File: config.mk
export PLATFORM = sky130hd
export DESIGN_NAME = cvf_queue
export DESIGN_NICKNAME = d
export VERILOG_FILES = /design/src/cvf_queue.sv
export SDC_FILE = /design/constraint.sdc
export NUM_CORES = 1
export LEC_CHECK = 0
export BUFFER_PORTS_ARGS = -buffer_cell sky130_fd_sc_hd__buf_2
export CORE_UTILIZATION = 52
export CTS_CLUSTER_DIAMETER = 30
export CTS_CLUSTER_SIZE = 8
export DETAILED_ROUTE_END_ITERATION = 8
export GPL_ROUTABILITY_DRIVEN = 0
export PLACE_DENSITY = 0.73
export SLEW_MARGIN = 25
export SYNTH_ARGS = -nofsm -noshare
export SYNTH_HDL_FRONTEND = slang
export SYNTH_SLANG_ARGS = --single-unit
File: constraint.sdc
create_clock -name clk -period 3.35 [get_ports clk]
set_clock_uncertainty 0.15 [all_clocks]
set_input_delay 0.335 -clock clk [delete_from_list [all_inputs] [get_ports clk]]
set_output_delay 0.335 -clock clk [all_outputs]
set_load 0.1 [all_outputs]
File: src/cvf_queue.sv
// ----------------------------------------------------------------------------
// cvf_queue
// Small register FIFO that decouples the line-buffer front from the
// multiply-accumulate back.
// ----------------------------------------------------------------------------
module cvf_queue #(
  parameter int WIDTH = 64,
  parameter int DEPTH = 4
) (
  input  logic             clk,
  input  logic             rst,
  input  logic             push,
  input  logic [WIDTH-1:0] push_data,
  output logic             full,
  input  logic             pop,
  output logic [WIDTH-1:0] pop_data,
  output logic             empty
);

  localparam int PW = (DEPTH > 1) ? $clog2(DEPTH) : 1;
  localparam int CNTW = $clog2(DEPTH + 1);

  logic [WIDTH-1:0] slots [DEPTH];
  logic [PW-1:0]    wr_ptr;
  logic [PW-1:0]    rd_ptr;
  logic [CNTW-1:0]  count;

  assign full     = (count == CNTW'(DEPTH));
  assign empty    = (count == '0);
  assign pop_data = slots[rd_ptr];

  // storage
  always_ff @(posedge clk) begin
    if (push) begin
      slots[wr_ptr] <= push_data;
    end
  end

  // pointers and fill count
  always_ff @(posedge clk) begin
    if (rst) begin
      wr_ptr <= '0;
      rd_ptr <= '0;
      count  <= '0;
    end else begin
      if (push) begin
        wr_ptr <= (wr_ptr == PW'(DEPTH - 1)) ? '0 : wr_ptr + 1'b1;
      end
      if (pop) begin
        rd_ptr <= (rd_ptr == PW'(DEPTH - 1)) ? '0 : rd_ptr + 1'b1;
      end
      if (push && !pop) begin
        count <= count + 1'b1;
      end else if (pop && !push) begin
        count <= count - 1'b1;
      end
    end
  end

endmodule

==> results.yml, run 1 <==
status:
  status: "finished, violations left"
  violations: "DRC"
setup_path:
  path_class: "reg2out"
  worst-endpoint-required_ps: 2860
  cp-end-kind: "output port"
  cp_data_arrival_time_ps: 2470
  reg2reg_depth: 2
  start_kind: "register"
  crit_fanout: 29
logic_synthesis:
  ys_ff_latch: 265
  avgSynthCellArea_um2: 25.8
  synth_cell_types: 20
  netlist_instances: 378
  seq_area_frac_synth: 0.807
  mappedNetlistArea_um2: 9750
  synth-compound-area-share: 0.00154
  synthSimpleGateAreaFrac: 0.00796
  synth.area.mux_share: 0.153
  synth-warning-count: 0
  syn_nets: 453
  yosys.area_share.xor_xnor: 0.00180
  synth_adder_area_share: 0.00975
  synth_top_family_by_area: "multiplexers"
detailed_routing:
  drt-pass1-iter-count: 6
  wl_met3_um: 999
  drc: 8
  ant_nets: 0
  vias: 4689
  wl_per_cell_um: 20.1
  routed_wl_um: 17600
  drtIter0Drc: 282
  m1WireLength_um: 7210
  wl_met2_um: 9010
  via_per_inst: 5.36
  top_layer_used: "met4"
placed_design:
  dp_hpwl_um: 9220
  dp_cells: 731
  port_buffers: 133
clock_tree:
  cts_root_buf: "clkbuf_16"
  clk_path_buf_depth: 3
  cts_inserted_buffers: 47
  cts.sinks: 265
  htree_levels: 2
  post_cts_buffers: 0
  path_clk_slew_ps: 50
  clock_latency_ps: 510
  cts_tree: "done"
hold_path:
  hp-class: "in2reg"
  holdPathStages: 3
floorplan:
  initial_utilization: 0.537
  die_w_um: 139
  core-area_um2: 18100
  die_y_um: 139
  io-pin-count: 134
  rows: 49
  die_area_um2: 19300
sta:
  setup_viol: 0
  fmax_mhz: 338
  fin_crit_ps: 2960
  period_share: 0.882
  fin_setup_tns_ps: 0
  timing.final.max_slew_violations: 0
  worst_pin_slew_ps: 1000
  relSlewSlack: 0.331
  hold_viol_final: 0
  rsz0062_at_grt: "no"
grt:
  grt_pass1_vias: 5231
  antenna_found_initial: 0
  grt_max_degree: 65
  overflow: 0
  track_usage: 0.190
  grt_pass1_wl_um: 27700
run:
  drv_cap: 0
power_and_ir_drop:
  powerDensity_nw_per_um2: 754
  peakVddDrop_v: 0.000538
  power.leakage_uw: 0.00448
layout:
  drive_gt1_frac: 0.419
  multi_input_area_um2: 1710
  final_cell_mix: "256 x edfxtp_1, 133 x buf_2, 66 x dlygate4sd3_1"
  final_common_cell: "edfxtp_1"
  fin_cells: 874
  area_delta_synth_final_pct: 30.5
  nNetsFinal: 692
  nFillCells: 1084
  seqCellArea_um2: 7880
  antenna_cells: 0
[where the power goes]
part / internal [uW] / leakage, uW / total, uW / switching, uW
sequential: 3810 / 0.00243 / 3880 / 71.4
clock: 2900 / 0.000713 / 4330 / 1420
combinational: 324 / 0.00134 / 1390 / 1060
total: 7040 / 0.00448 / 9600 / 2560
[registers in the layout, indices dropped and copies added (netlist names), named ones only]
name / cells
slots: 256
wr_ptr: 2
rd_ptr: 2
count: 3
[path summary, 6_finish.rpt]
| check | slack, ps | end | start |
|---|---|---|---|
| worst min register to register | 390 | register | rd_ptr[0]$_SDFFE_PP0P_ |
| worst max-delay path | 390 | pop_data[38] | register |
| worst max register to register | 1370 | slots[3][35]$_DFFE_PP_ | wr_ptr[0]$_SDFFE_PP0P_ |
| worst min-delay path | 70 | wr_ptr[1]$_SDFFE_PP0P_ | push |
[metrics by stage]
step	total power, uW	util	setup WS, ps	hold slack [ps]	cell area [um^2]
finish	9600	0.701	394	68.9	12700
global route	9900	0.701	220	74.9	12700
CTS	9680	0.701	305	40.6	12700
detailed placement	5270	0.584	864	386	10600
global placement	5240	0.584	901	327	10600
floorplan	5040	-	313	254	9750
[cell families (layout without fill, tap and decap cells)]
kind of cell,after synthesis,count (layout)
compound gates,3,3
xor+xnor,2,2
fa+ha+maj,7,7
buf+inv,18,285
flops,265,265
mux,68,68
simple gates,15,15
[cells in the mapped netlist]
master	count	area share
nor3b_1	2	0.0015
and2_1	4	0.0026
or3_1	1	0.00064
ha_1	6	0.0077
nor3_1	1	0.00051
mux2i_1	4	0.0041
dfxtp_1	9	0.018
xor2_1	2	0.0018
mux4_1	4	0.011
buf_6	1	0.0012
nor2_1	7	0.0027
edfxtp_1	256	0.79
fa_1	1	0.0021
o21ai_0	1	0.00051
a21oi_1	2	0.0010
inv_1	4	0.0015
buf_12	6	0.012
buf_2	6	0.0031
mux4_2	60	0.14
clkbuf_2	1	0.00051
[cell type report]
type	instances	area share
Clock buffer	57	0.0977
Clock inverter	20	0.0169
Inverter	4	0.00118
Multi-Input combinational cell	95	0.135
Sequential cell	265	0.619
Tap cell	229	0.0225
Timing Repair Buffer	204	0.108
[layer usage]
metal / global-route usage / vias to the layer above
met1: 0.238 / 2395
met4: 0.0690 / 0
met3: 0.0504 / 27
met2: 0.323 / 160
li1: - / 2107
met5: 0 / -
[critical path: stages (launching register included)]
cell     delay [ps]
dfxtp_4         720
buf_4           360
mux4_2          550
buf_2           310
[timing repair]
| action | 4_1_cts | 5_1_grt |
|---|---|---|
| gates resized for setup | 0 | 0 |
| endpoints found under the hold margin | 265 | 0 |
| hold buffers | 66 | 0 |
Power figures use the tool's default switching activity.
==> run 2, diff against run 1 <==
- CORE_UTILIZATION: 52 -> 55
- CTS_CLUSTER_SIZE: 8 -> 28
- PLACE_DENSITY: 0.73 -> 0.77
==> run 2 against run 1 <==
  * The run now ends clean
  * Critical path type unchanged
  * Worst hold slack worse by 40 ps
  * Clock power is 6.2% lower
  * Critical endpoint is now pop_data[55]
  * Non-clock buffer count is 2 lower
==> results.yml, run 2 (synthesis gave the netlist of run 1 again) <==
status:
  status: "complete, no violations"
layout:
  drive_gt1_frac: 0.421
  area_delta_synth_final_pct: 29.3
  finish.utilization: 0.729
  largest_reg_flops: 256
  reg.largest.list: "slots (256), count (3)"
  nNetsFinal: 684
  antenna_cells: 0
  fin_cells: 864
  top_register: "slots"
  final_cell_mix: "256 x edfxtp_1, 133 x buf_2, 65 x dlygate4sd3_1"
  final_common_cell: "edfxtp_1"
setup_path:
  reg2reg_depth: 2
  crit_fanout: 14
  cp_data_arrival_time_ps: 2280
  path_class: "reg2out"
  worstReg2RegEnd: "slots[3][7]$_DFFE_PP_"
  reg2reg_slack_ps: 1340
  start_kind: "register"
  worst-endpoint-required_ps: 2860
  reg2reg_from: "wr_ptr[0]$_SDFFE_PP0P_"
  cp-end-kind: "output port"
clock_tree:
  clk_path_buf_depth: 3
  cts_resized: 0
  cts_inserted_buffers: 41
  cts.sinks: 265
  cts_root_buf: "clkbuf_16"
  htree_levels: 2
  post_cts_buffers: 0
  path_clk_slew_ps: 50
  cts_tree: "done"
  clock_latency_ps: 500
hold_path:
  min_to: "rd_ptr[1]$_SDFFE_PP0P_"
  hp-start: "pop"
  hp-class: "in2reg"
  holdPathStages: 3
sta:
  period_share: 0.826
  relSlewSlack: 0.332
  timing.final.max_slew_violations: 0
  fin_setup_tns_ps: 0
  fmax_mhz: 361
  setup_viol: 0
  hold_viol_final: 0
  worst_pin_slew_ps: 1000
  rsz0062_at_grt: "no"
  fin_crit_ps: 2770
grt:
  antenna_found_initial: 0
  grt_pass1_wl_um: 27800
  grt_pass1_vias: 5165
  overflow: 0
  grt_max_degree: 65
  track_usage: 0.205
detailed_routing:
  drt-pass1-iter-count: 4
  drtIter0Drc: 317
  via_per_inst: 5.45
  ant_nets: 0
  drc: 0
  wl_per_cell_um: 20.8
  routed_wl_um: 18000
  vias: 4708
placed_design:
  dp_cells: 726
  port_buffers: 133
  dp_hpwl_um: 9650
power_and_ir_drop:
  power_uw: 9320
  peakVddDrop_v: 0.000755
  powerDensity_nw_per_um2: 740
  power.leakage_uw: 0.00440
floorplan:
  io-pin-count: 134
  die_y_um: 135
  die_area_um2: 18300
  core-area_um2: 17300
  initial_utilization: 0.564
  rows: 48
  die_w_um: 135
run:
  drv_cap: 0
==> run 2: cell type report <==
class                           instances  area (um^2)
Clock buffer                           48         1070
Clock inverter                         25          279
Fill cell                            1019         4690
Inverter                                4         15.0
Multi-Input combinational cell         95         1710
Sequential cell                       265         7880
Tap cell                              225          282
Timing Repair Buffer                  202         1370
==> run 2: worst max-delay path: stages (launching register included) <==
cell,delay (ps)
dfxtp_4,520
buf_4,340
mux4_1,600
buf_2,310
==> run 2: repair_timing <==
| item | in CTS | in global routing |
|---|---|---|
| hold buffers | 65 | 0 |
| setup endpoints to repair | 0 | 0 |
| hold endpoints to repair | 265 | 0 |
==> run 2: layer usage <==
layer / wire (um) / up-vias / global-route usage
met5: 0 / - / 0
met4: 399 / 0 / 0.0649
met3: 912 / 38 / 0.0494
met2: 9310 / 154 / 0.346
met1: 7380 / 2423 / 0.265
li1: - / 2093 / -
==> run 2: how the worst max path moves through the flow <==
stage                         to  slack (ps)  depth (start not counted)
floorplan                   full         310                          1
global placement    pop_data[55]        1080                          3
detailed placement  pop_data[55]        1060                          3
CTS                 pop_data[55]         520                          3
global route        pop_data[55]         460                          3
finish              pop_data[55]         580                          3
==> run 2: metrics by stage <==
stage          hold slack (ps)  area (um^2)  worst slack [ps]
5_1_grt                   54.4        12600               462
3_3_place_gp               324        10600              1080
4_1_cts                   15.7        12600               523
2_1_floorplan              254         9750               313
6_report                  29.2        12600               582
3_5_place_dp               363        10600              1060
==> run 2: where the power goes <==
group / internal, uW / total [uW] / switching [uW]
registers: 3800 / 3860 / 58.8
logic: 325 / 1400 / 1080
clock network: 2610 / 4060 / 1440
